`src/swmrt_pkg.sv`:
```
// shared types and constants for the regime tracker
package swmrt_pkg;

  localparam int MaxRegimes = 16;
  localparam int MaxWindow  = 64;

  localparam logic [4:0]  RegimeCountRst    = 5'd4;
  localparam logic [6:0]  WindowLengthRst   = 7'd64;
  localparam logic [15:0] RangeLowRst       = 16'hF000;
  localparam logic [15:0] RangeHighRst      = 16'h1000;
  localparam logic [15:0] AlertThresholdRst = 16'h8000;

  localparam logic [2:0] RegRegimeCount    = 3'd0;
  localparam logic [2:0] RegWindowLength   = 3'd1;
  localparam logic [2:0] RegRangeLow       = 3'd2;
  localparam logic [2:0] RegRangeHigh      = 3'd3;
  localparam logic [2:0] RegAlertThreshold = 3'd4;

  typedef enum logic [3:0] {
    ST_IDLE,
    ST_CLEAR,
    ST_QDIV,
    ST_EVICT_RD,
    ST_EVICT_WR,
    ST_INC_RD,
    ST_INC_WR,
    ST_SCAN,
    ST_PDIV,
    ST_DONE,
    ST_OUT
  } swmrt_state_t;

  typedef struct packed {
    logic clear_step;
    logic clear_all;
    logic qdiv_start;
    logic evict_rd;
    logic evict_wr;
    logic inc_rd;
    logic inc_wr;
    logic scan_start;
    logic scan_step;
    logic pdiv_start;
    logic pdiv_step;
    logic finish;
  } swmrt_cmd_t;

  typedef struct packed {
    logic clear_done;
    logic qdiv_done;
    logic last_valid;
    logic ring_full;
    logic scan_done;
    logic row_nonzero;
    logic pdiv_done;
  } swmrt_stat_t;

endpackage

```
`src/sliding_window_markov_regime_tracker_unit.sv`:
```
// top level of the sliding window markov regime tracker
// usage:
//   input channel: bias_sample with in_valid / in_ready; one transfer per sample
//   output channel: regime and prediction fields with out_valid / out_ready
//   an item is taken only in idle; its result is offered after, in order:
//   a bit-serial quantiser divide (up to 22 steps), a read-modify-write of
//   the evicted (when the ring is full) and new counts, a row scan and a
//   24-step probability divide (if the row is nonzero) over the one count
//   matrix port; the result is held until out_ready; no new sample is taken
//   meanwhile; after reset, and after any register write, a clearing pass
//   over all MAX_REGIMES*MAX_REGIMES cells (256 by default) zeroes the count
//   matrix and the ring; no sample is accepted during it; registers live on
//   an apb port, to be written only while the block is idle, a rule on the
//   user that the block itself does not enforce; samples_seen counts samples
//   since the last reset or register write
module sliding_window_markov_regime_tracker_unit
  import swmrt_pkg::*;
#(
  parameter int MAX_REGIMES = MaxRegimes,
  parameter int MAX_WINDOW  = MaxWindow
) (
  input  logic               clk,
  input  logic               rst,
  input  logic               psel,
  input  logic               penable,
  input  logic               pwrite,
  input  logic        [4:0]  paddr,
  input  logic        [31:0] pwdata,
  output logic        [31:0] prdata,
  output logic               pready,
  input  logic               in_valid,
  output logic               in_ready,
  input  logic signed [15:0] bias_sample,
  output logic               out_valid,
  input  logic               out_ready,
  output logic        [3:0]  regime_now,
  output logic        [3:0]  predicted_next,
  output logic        [15:0] predicted_prob,
  output logic               alert_fired,
  output logic        [3:0]  alert_from,
  output logic        [3:0]  alert_to,
  output logic        [31:0] samples_seen
);

  logic [4:0]  regime_count;
  logic [6:0]  window_length;
  logic [15:0] range_low;
  logic [15:0] range_high;
  logic [15:0] alert_threshold;
  logic        wr_en;
  logic        cfg_write;
  logic [2:0]  reg_idx;
  swmrt_cmd_t  cmd;
  swmrt_stat_t stat;

  assign pready = 1'b1;
  assign reg_idx = paddr[4:2];
  assign wr_en = psel && penable && pwrite;
  assign cfg_write = wr_en && reg_idx <= RegAlertThreshold;

  always_ff @(posedge clk) begin
    if (rst) begin
      regime_count <= RegimeCountRst;
      window_length <= WindowLengthRst;
      range_low <= RangeLowRst;
      range_high <= RangeHighRst;
      alert_threshold <= AlertThresholdRst;
    end else if (wr_en) begin
      unique case (reg_idx)
        RegRegimeCount:    regime_count <= pwdata[4:0];
        RegWindowLength:   window_length <= pwdata[6:0];
        RegRangeLow:       range_low <= pwdata[15:0];
        RegRangeHigh:      range_high <= pwdata[15:0];
        RegAlertThreshold: alert_threshold <= pwdata[15:0];
        default: begin
        end
      endcase
    end
  end

  always_comb begin
    unique case (reg_idx)
      RegRegimeCount:    prdata = {27'd0, regime_count};
      RegWindowLength:   prdata = {25'd0, window_length};
      RegRangeLow:       prdata = {16'd0, range_low};
      RegRangeHigh:      prdata = {16'd0, range_high};
      RegAlertThreshold: prdata = {16'd0, alert_threshold};
      default:           prdata = '0;
    endcase
  end

  swmrt_ctrl u_ctrl (
    .clk       (clk),
    .rst       (rst),
    .cfg_write (cfg_write),
    .in_valid  (in_valid),
    .in_ready  (in_ready),
    .out_valid (out_valid),
    .out_ready (out_ready),
    .stat      (stat),
    .cmd       (cmd)
  );

  swmrt_datapath #(
    .MAX_REGIMES (MAX_REGIMES),
    .MAX_WINDOW  (MAX_WINDOW)
  ) u_datapath (
    .clk             (clk),
    .rst             (rst),
    .regime_count    (regime_count),
    .window_length   (window_length),
    .range_low       (range_low),
    .range_high      (range_high),
    .alert_threshold (alert_threshold),
    .bias_sample     (bias_sample),
    .cmd             (cmd),
    .stat            (stat),
    .regime_now      (regime_now),
    .predicted_next  (predicted_next),
    .predicted_prob  (predicted_prob),
    .alert_fired     (alert_fired),
    .alert_from      (alert_from),
    .alert_to        (alert_to),
    .samples_seen    (samples_seen)
  );

endmodule

```
`src/swmrt_ctrl.sv`:
```
// sequencing state machine for the regime tracker
module swmrt_ctrl
  import swmrt_pkg::*;
(
  input  logic        clk,
  input  logic        rst,
  input  logic        cfg_write,
  input  logic        in_valid,
  output logic        in_ready,
  output logic        out_valid,
  input  logic        out_ready,
  input  swmrt_stat_t stat,
  output swmrt_cmd_t  cmd
);

  swmrt_state_t state, state_next;

  always_ff @(posedge clk) begin
    if (rst) begin
      state <= ST_CLEAR;
    end else begin
      state <= state_next;
    end
  end

  always_comb begin
    state_next = state;
    cmd = '0;
    in_ready = 1'b0;
    out_valid = 1'b0;
    unique case (state)
      ST_CLEAR: begin
        cmd.clear_step = 1'b1;
        if (stat.clear_done) begin
          state_next = ST_IDLE;
        end
      end
      ST_IDLE: begin
        in_ready = 1'b1;
        if (in_valid) begin
          cmd.qdiv_start = 1'b1;
          state_next = ST_QDIV;
        end
      end
      ST_QDIV: begin
        if (stat.qdiv_done) begin
          if (!stat.last_valid) begin
            state_next = ST_DONE;
          end else if (stat.ring_full) begin
            cmd.evict_rd = 1'b1;
            state_next = ST_EVICT_RD;
          end else begin
            cmd.inc_rd = 1'b1;
            state_next = ST_INC_RD;
          end
        end
      end
      ST_EVICT_RD: begin
        state_next = ST_EVICT_WR;
      end
      ST_EVICT_WR: begin
        cmd.evict_wr = 1'b1;
        cmd.inc_rd = 1'b1;
        state_next = ST_INC_RD;
      end
      ST_INC_RD: begin
        state_next = ST_INC_WR;
      end
      ST_INC_WR: begin
        cmd.inc_wr = 1'b1;
        cmd.scan_start = 1'b1;
        state_next = ST_SCAN;
      end
      ST_SCAN: begin
        cmd.scan_step = 1'b1;
        if (stat.scan_done) begin
          if (stat.row_nonzero) begin
            cmd.pdiv_start = 1'b1;
            state_next = ST_PDIV;
          end else begin
            state_next = ST_DONE;
          end
        end
      end
      ST_PDIV: begin
        cmd.pdiv_step = 1'b1;
        if (stat.pdiv_done) begin
          state_next = ST_DONE;
        end
      end
      ST_DONE: begin
        cmd.finish = 1'b1;
        state_next = ST_OUT;
      end
      ST_OUT: begin
        out_valid = 1'b1;
        if (out_ready) begin
          state_next = ST_IDLE;
        end
      end
      default: begin
        state_next = ST_CLEAR;
      end
    endcase
    if (cfg_write) begin
      cmd.clear_all = 1'b1;
      state_next = ST_CLEAR;
    end
  end

endmodule

```
`src/swmrt_datapath.sv`:
```
// quantiser, ring, count matrix, row scan and dividers
module swmrt_datapath
  import swmrt_pkg::*;
#(
  parameter int MAX_REGIMES = MaxRegimes,
  parameter int MAX_WINDOW  = MaxWindow
) (
  input  logic               clk,
  input  logic               rst,
  input  logic        [4:0]  regime_count,
  input  logic        [6:0]  window_length,
  input  logic signed [15:0] range_low,
  input  logic signed [15:0] range_high,
  input  logic        [15:0] alert_threshold,
  input  logic signed [15:0] bias_sample,
  input  swmrt_cmd_t         cmd,
  output swmrt_stat_t        stat,
  output logic        [3:0]  regime_now,
  output logic        [3:0]  predicted_next,
  output logic        [15:0] predicted_prob,
  output logic               alert_fired,
  output logic        [3:0]  alert_from,
  output logic        [3:0]  alert_to,
  output logic        [31:0] samples_seen
);

  localparam int RW = $clog2(MAX_REGIMES);
  localparam int WW = $clog2(MAX_WINDOW);
  localparam int MD = MAX_REGIMES * MAX_REGIMES;
  localparam int MW = $clog2(MD);
  localparam int CW = $clog2(MAX_WINDOW + 1);
  localparam int SW = CW + RW;

  // clamped configuration
  logic [RW:0] n;
  logic [CW-1:0] w;
  always_comb begin
    if (regime_count < 5'd2) begin
      n = (RW+1)'(2);
    end else if (32'(regime_count) > MAX_REGIMES) begin
      n = (RW+1)'(MAX_REGIMES);
    end else begin
      n = (RW+1)'(regime_count);
    end
    if (window_length < 7'd2) begin
      w = CW'(2);
    end else if (32'(window_length) > MAX_WINDOW) begin
      w = CW'(MAX_WINDOW);
    end else begin
      w = CW'(window_length);
    end
  end

  // memories
  logic [2*RW-1:0] ring_mem [MAX_WINDOW];
  logic [CW-1:0]   count_mem [MD];
  logic [2*RW-1:0] ring_rd;
  logic [CW-1:0]   count_rd;

  logic [MW:0]     clr_idx;
  logic [WW-1:0]   ring_head;
  logic [CW-1:0]   ring_fill;
  logic            last_valid;
  logic [RW-1:0]   last_regime;
  logic            alert_valid;
  logic [RW-1:0]   last_alert_target;
  logic [RW-1:0]   best_next;
  logic [15:0]     best_prob;
  logic [31:0]     sample_total;
  logic [RW-1:0]   cur;

  // quantiser divider: num = (bias-lo)*n, den = hi-lo
  logic [16:0] q_den;
  logic [16+RW:0] q_rem;
  logic [RW:0] q_quo;
  logic [4:0] q_cnt;
  logic q_busy, q_direct;
  logic [RW-1:0] q_direct_val;
  logic [16+RW+1:0] q_trial;
  logic [17+RW:0] q_num;

  assign q_trial = {q_rem, 1'b0};

  // scan and probability divider
  logic [RW:0] scan_j;
  logic [MW-1:0] scan_addr;
  logic scan_pend;
  logic [RW-1:0] scan_jd;
  logic [SW-1:0] row_sum;
  logic [CW-1:0] bc;
  logic [RW-1:0] bj;
  logic [CW+16:0] p_rem;
  logic [16:0] p_quo;
  logic [CW+16:0] p_num;
  logic [4:0] p_cnt;

  logic [MW-1:0] evict_addr, inc_addr;
  logic [MW-1:0] rw_addr;
  logic [MW-1:0] wr_addr_hold;
  logic [2*RW-1:0] head_entry;

  // ring entries are always below n, the ring being cleared on every change of n
  always_comb begin
    evict_addr = MW'(32'(ring_rd[2*RW-1:RW]) * 32'(n) + 32'(ring_rd[RW-1:0]));
    inc_addr = MW'(32'(last_regime) * 32'(n) + 32'(cur));
    scan_addr = MW'(32'(cur) * 32'(n) + 32'(scan_j));
    head_entry = {last_regime, cur};
  end

  // one address for reads of the count matrix
  always_comb begin
    if (cmd.evict_rd) begin
      rw_addr = evict_addr;
    end else if (cmd.inc_rd) begin
      rw_addr = inc_addr;
    end else if (cmd.scan_step) begin
      rw_addr = scan_addr;
    end else begin
      rw_addr = wr_addr_hold;
    end
  end

  always_ff @(posedge clk) begin
    if (cmd.clear_step) begin
      count_mem[clr_idx[MW-1:0]] <= '0;
      if (32'(clr_idx) < MAX_WINDOW) begin
        ring_mem[clr_idx[WW-1:0]] <= '0;
      end
    end else if (cmd.evict_wr) begin
      if (count_rd != '0) begin
        count_mem[wr_addr_hold] <= count_rd - CW'(1);
      end
    end else if (cmd.inc_wr) begin
      count_mem[wr_addr_hold] <= count_rd + CW'(1);
      ring_mem[ring_head] <= head_entry;
    end
    count_rd <= count_mem[rw_addr];
    ring_rd <= ring_mem[ring_head];
    if (cmd.evict_rd || cmd.inc_rd) begin
      wr_addr_hold <= rw_addr;
    end
  end

  always_ff @(posedge clk) begin
    if (rst || cmd.clear_all) begin
      clr_idx <= '0;
    end else if (cmd.clear_step && 32'(clr_idx) < MD) begin
      clr_idx <= clr_idx + (MW+1)'(1);
    end
  end

  assign stat.clear_done = 32'(clr_idx) >= MD - 1;
  assign stat.last_valid = last_valid;
  assign stat.ring_full = ring_fill >= w;
  assign stat.qdiv_done = !q_busy;
  assign stat.scan_done = !scan_pend && 32'(scan_j) >= 32'(n) && !cmd.scan_start;
  assign stat.row_nonzero = bc != '0;
  assign stat.pdiv_done = p_cnt == 5'd0;

  logic [16:0] diff;
  always_comb begin
    diff = 17'(signed'({bias_sample[15], bias_sample}) - signed'({range_low[15], range_low}));
    q_den = 17'(signed'({range_high[15], range_high}) - signed'({range_low[15], range_low}));
  end

  always_ff @(posedge clk) begin
    if (rst || cmd.clear_all || cmd.clear_step) begin
      q_busy <= 1'b0;
      ring_head <= '0;
      ring_fill <= '0;
      last_valid <= 1'b0;
      last_regime <= '0;
      alert_valid <= 1'b0;
      last_alert_target <= '0;
      best_next <= '0;
      best_prob <= '0;
      sample_total <= '0;
      scan_pend <= 1'b0;
      p_cnt <= '0;
    end else begin
      if (cmd.qdiv_start) begin
        sample_total <= sample_total + 32'd1;
        if (range_high <= range_low || bias_sample <= range_low) begin
          q_direct <= 1'b1;
          q_direct_val <= '0;
          q_busy <= 1'b0;
        end else if (bias_sample >= range_high) begin
          q_direct <= 1'b1;
          q_direct_val <= RW'(n - (RW+1)'(1));
          q_busy <= 1'b0;
        end else begin
          q_direct <= 1'b0;
          q_busy <= 1'b1;
          q_rem <= '0;
          q_quo <= '0;
          q_cnt <= 5'(17 + RW + 1);
          q_num <= (17+RW+1)'(32'(diff) * 32'(n));
        end
      end else if (q_busy) begin
        if ({q_trial[16+RW:0] | (17+RW)'(q_num[17+RW])} >= (17+RW)'(q_den)) begin
          q_rem <= (17+RW)'({q_trial[16+RW:1], q_num[17+RW]} - (17+RW)'(q_den));
          q_quo <= {q_quo[RW-1:0], 1'b1};
        end else begin
          q_rem <= (17+RW)'({q_trial[16+RW:1], q_num[17+RW]});
          q_quo <= {q_quo[RW-1:0], 1'b0};
        end
        q_num <= {q_num[16+RW:0], 1'b0};
        q_cnt <= q_cnt - 5'd1;
        if (q_cnt == 5'd1) begin
          q_busy <= 1'b0;
        end
      end
      if (cmd.inc_wr) begin
        ring_head <= 32'(ring_head) + 32'd1 >= 32'(w) ? '0 : ring_head + WW'(1);
        if (ring_fill < w) begin
          ring_fill <= ring_fill + CW'(1);
        end
      end
      if (cmd.scan_start) begin
        scan_j <= '0;
        scan_pend <= 1'b1;
        row_sum <= '0;
        bc <= '0;
        bj <= '0;
      end else if (cmd.scan_step) begin
        if (32'(scan_j) < 32'(n)) begin
          scan_j <= scan_j + (RW+1)'(1);
          scan_jd <= RW'(scan_j);
          scan_pend <= 1'b1;
        end else begin
          scan_pend <= 1'b0;
        end
        if (scan_pend && scan_j != '0) begin
          row_sum <= row_sum + SW'(count_rd);
          if (count_rd > bc) begin
            bc <= count_rd;
            bj <= scan_jd;
          end
        end
      end
      if (cmd.pdiv_start) begin
        p_rem <= '0;
        p_quo <= '0;
        p_num <= {1'b0, bc, 16'd0};
        p_cnt <= 5'(CW + 17);
      end else if (cmd.pdiv_step && p_cnt != 5'd0) begin
        if ({p_rem[CW+15:0], p_num[CW+16]} >= (CW+17)'(row_sum)) begin
          p_rem <= {p_rem[CW+15:0], p_num[CW+16]} - (CW+17)'(row_sum);
          p_quo <= {p_quo[15:0], 1'b1};
        end else begin
          p_rem <= {p_rem[CW+15:0], p_num[CW+16]};
          p_quo <= {p_quo[15:0], 1'b0};
        end
        p_num <= {p_num[CW+15:0], 1'b0};
        p_cnt <= p_cnt - 5'd1;
      end
      if (cmd.finish) begin
        alert_fired <= 1'b0;
        alert_from <= '0;
        alert_to <= '0;
        regime_now <= 4'(cur);
        if (last_valid) begin
          if (bc != '0) begin
            best_next <= bj;
            best_prob <= p_quo[16] ? 16'hFFFF : p_quo[15:0];
            predicted_next <= 4'(bj);
            predicted_prob <= p_quo[16] ? 16'hFFFF : p_quo[15:0];
            if (48'({bc, 16'd0}) > 48'(alert_threshold) * 48'(row_sum)
                && (!alert_valid || last_alert_target != bj)) begin
              alert_fired <= 1'b1;
              alert_from <= 4'(cur);
              alert_to <= 4'(bj);
              alert_valid <= 1'b1;
              last_alert_target <= bj;
            end
          end else begin
            best_next <= '0;
            best_prob <= '0;
            predicted_next <= '0;
            predicted_prob <= '0;
          end
        end else begin
          predicted_next <= 4'(best_next);
          predicted_prob <= best_prob;
        end
        last_regime <= cur;
        last_valid <= 1'b1;
        samples_seen <= sample_total;
      end
    end
  end

  assign cur = q_direct ? q_direct_val : q_quo[RW-1:0];

endmodule
```
`config.mk`:
```
export PLATFORM = sky130hd
export DESIGN_NAME = sliding_window_markov_regime_tracker_unit
export DESIGN_NICKNAME = d
export VERILOG_FILES = /design/src/swmrt_pkg.sv /design/src/sliding_window_markov_regime_tracker_unit.sv /design/src/swmrt_ctrl.sv /design/src/swmrt_datapath.sv
export SDC_FILE = /design/constraint.sdc
export NUM_CORES = 2
export LEC_CHECK = 0
export ABC_AREA = 1
export BUFFER_PORTS_ARGS = -buffer_cell sky130_fd_sc_hd__buf_2
export CAP_MARGIN = 20
export CORE_AREA = 2 2 572 574
export DETAILED_ROUTE_END_ITERATION = 12
export DIE_AREA = 0 0 574 576
export GPL_TIMING_DRIVEN = 0
export HOLD_SLACK_MARGIN = 0.03
export PLACE_DENSITY = 0.59
export SLEW_MARGIN = 0
export SYNTH_ARGS = -nofsm -noshare
export SYNTH_HDL_FRONTEND = slang
export SYNTH_HIERARCHICAL = 1
export SYNTH_SLANG_ARGS = --single-unit
```
`constraint.sdc`:
```
create_clock -name clk -period 18.6 [get_ports clk]
set_clock_uncertainty 0.15 [all_clocks]
set_input_delay 2.79 -clock clk [delete_from_list [all_inputs] [get_ports clk]]
set_output_delay 2.79 -clock clk [all_outputs]
set_load 0.05 [all_outputs]
```
==> results_dict.tcl <==
set metrics [dict create \
    status "complete, no violations" \
    drc_errors 0 \
    worstSetupEndpointType "register" \
    synth_flop_cell "edfxtp_1" \
    min_path_type "register to register" \
    yosysSeqAreaShare_pct 61.1 \
    cts.sinks 2682 \
    crit_arrival_ps 9310 \
    syn_inst 12619 \
    slew_violations 0 \
    totalPowerFinal_mw 16.0 \
    ys_ff_latch 2682 \
    cts_setup_buffers 0 \
    cts.hold.buffers_added 0 \
    post_cts_resized 0 \
    via_per_inst 5.64 \
    vias 100395 \
    grt_max_degree 49 \
    dieWidth_um 574 \
    cp-startpoint "regime_count[4]" \
    reg2reg_from "regime_count[4]" \
    cts_buffers 292 \
    p_leak_nw 57.6 \
    routabilityCongestion 1.04 \
    crit_required_ps 19240 \
    power.density_nw_per_um2 109 \
    routed_wl_um 477000 \
    tns_ps 0 \
    setup_slack_ps 9920 \
    synth_edf_count 2512 \
    tightest_slew_ps 1330 \
    dieArea_um2 331000 \
    place_ws_ps 9720 \
    first_global_vias 92529 \
    finalSetupViolations 0 \
    period_minus_slack_ps 8680 \
    synthDistinctLibCells 61 \
    ir_drop_uv 71.6 \
    clk_pin_slew_worst_paths_ps 60 \
    grt_pass1_wl_um 667000 \
    io_buffers 124 \
    htree_levels 5 \
    drv_cap 0 \
    fmax_mhz 115 \
    fin_crit_sh_pct 46.6 \
    track_usage_pct 28.0 \
    area_delta_synth_final_pct 14.0 \
    drive_gt1_share_pct 8.27 \
    grt_use_met1_pct 37.6 \
    die_y_um 576 \
    cp_max_fo 11 \
    clockBufferDepth 4 \
    wire_per_inst_um 26.8 \
    core_um2 325000 \
    ys_warn_count 6 \
    cp-start-kind "register" \
    synth_area_um2 129000 \
    avgSynthCellArea_um2 10.2 \
    ant_nets 0 \
    hold_violations 0 \
    dp_hpwl_um 344000 \
    drtIter0Drc 15283 \
    dr.pass1.iters 6 \
    grt_antenna_before_repair 25 \
    root_buffer "clkbuf_16" \
    grt_most_used_layer "met2" \
    layout.nets 13767 \
    start_util_pct 39.7 \
    use_met2_pct 42.0 \
    reg2reg_depth 23 \
    core.rowCount 210 \
    finish.utilization_pct 45.3 \
    max_slew_margin_pct 11.2 \
    synth-async-reset-ratio_pct 0 \
    use_met3_pct 8.29 \
    num_io_pins 160 \
    insertion_delay_ps 980 \
    rsz0062_at_grt "no" \
    crit_type "register to register" \
    cts_tree "yes" \
    hp-start "u_datapath/sample_total[31]" \
    min_delay_path_depth 0 \
    grt-ovfl-total 0 \
]
==> registers in the layout, indices dropped and copies added (netlist names), 6 cells and up <==
register,cells
window_length,7
u_datapath/ring_fill,7
u_datapath/ring_rd,8
u_datapath/predicted_prob,16
range_high,16
u_datapath/q_rem,20
u_datapath/wr_addr_hold,8
u_datapath/ring_head,6
u_datapath/p_quo,17
u_datapath/q_num,22
u_datapath/ring_mem,512
u_datapath/row_sum,11
u_datapath/sample_total,32
u_datapath/count_mem,1792
u_datapath/p_num,8
u_datapath/best_prob,16
u_datapath/samples_seen,32
u_datapath/bc,7
u_datapath/count_rd,7
u_datapath/clr_idx,9
u_datapath/p_rem,23
range_low,16
alert_threshold,16
==> cell usage after synthesis, drive strengths merged (15+ instances only) <==
library cell  instances  area [um^2]
fa                  201         4020
a21oi               304         1530
o211ai              318         2390
inv                1694         6360
or2                  27          169
nand3b              230         1730
o221ai               32          280
o21bai               15          113
clkbuf              338         1270
nor3                 61          310
nand4                56          350
o21ai               486         2430
edfxtp             2512        75400
buf                 357         1900
nand3              1473         7380
dfxtp               170         3400
ha                  280         3500
a31oi                15         93.8
o22ai               142          888
xor2                 64          561
nand2              2639         9930
nor2               1079         4130
xnor2                41          359
==> layer usage <==
metal / vias to the layer above / share of wire, %
met3: 1163 / 13
met2: 6363 / 43
met1: 49025 / 39
met4: 12 / 5.1
li1: 43832 / -
met5: - / 0.016
==> cell usage in the layout, fill, tap and decap left out, types with 20 or more instances in the layout <==
| master | instances |
|---|---|
| nand3b_1 | 230 |
| buf_12 | 49 |
| ha_1 | 280 |
| nand4_1 | 56 |
| nand3_1 | 1472 |
| bufinv_16 | 21 |
| clkbuf_16 | 301 |
| a21oi_1 | 298 |
| o21ai_0 | 478 |
| clkinv_2 | 44 |
| o211ai_1 | 318 |
| buf_4 | 65 |
| fa_1 | 201 |
| nor2_1 | 1053 |
| buf_6 | 82 |
| or2_2 | 25 |
| buf_1 | 41 |
| o221ai_1 | 32 |
| clkbuf_1 | 383 |
| xor2_1 | 64 |
| inv_1 | 1679 |
| nor2_4 | 20 |
| dfxtp_1 | 170 |
| o22ai_1 | 142 |
| xnor2_1 | 41 |
| buf_2 | 387 |
| nor3_1 | 58 |
| edfxtp_1 | 2512 |
| nand2_1 | 2632 |
| clkinv_1 | 65 |
==> path summary, 6_finish.rpt <==
kind                                                     to  slack, ps
worst max register to register       u_datapath/count_rd[1]       9920
worst min register to register  u_datapath/samples_seen[31]        310
worst max-delay path                 u_datapath/count_rd[1]       9920
worst min-delay path            u_datapath/samples_seen[31]        310
==> cell families after synthesis <==
group                    synth area share [%]
adder cells (fa/ha/maj)                  5.83
other                                 0.00582
multiplexers                          0.00775
AND/OR/NAND/NOR                          18.7
XOR/XNOR                                0.712
flip-flops                               61.1
buffers and inverters                    7.41
AO/OA/AOI/OAI                            6.27
==> power breakdown <==
group          total (mW)  internal, mW  switching [mW]
clock network        5.73          3.28            2.45
logic                3.50         0.815            2.68
registers            6.78          6.72          0.0656
total                16.0          10.8            5.20
==> per-stage QoR <==
stage               cell area [um^2]  hold slack [ps]  instances
floorplan                     129000              258      12634
global placement              135000              293      17104
detailed placement            138000              299      17249
CTS                           147000              309      17763
global route                  147000              327      17793
finish                        147000              307      17805
==> critical path, cell delays in order (launching register included) <==
cell and delay, ps:
dfxtp_1 320, buf_2 210, a21oi_1 930, inv_1 330
clkbuf_1 450, nor2_1 200, ha_1 160, inv_1 50
fa_1 470, fa_1 490, inv_1 40, ha_1 320
xor2_1 160, nand2_1 80, o21ai_0 100, a31oi_1 900
buf_2 650, buf_1 830, nand3_1 330, nand3_1 230
nand3_1 180, nand3_1 320, nand3_1 310, nand2_1 310
==> cell type report <==
class,count,area [um^2]
Buffer,695,3190
Fill cell,30779,178000
Clock buffer,365,7830
Sequential cell,2682,78800
Timing Repair Buffer,298,3220
Antenna cell,13,32.5
Tap cell,4346,5440
Inverter,1703,6390
Multi-Input combinational cell,7554,40900
Clock inverter,149,1360
Note: power is estimated with default switching activity, not from simulation.
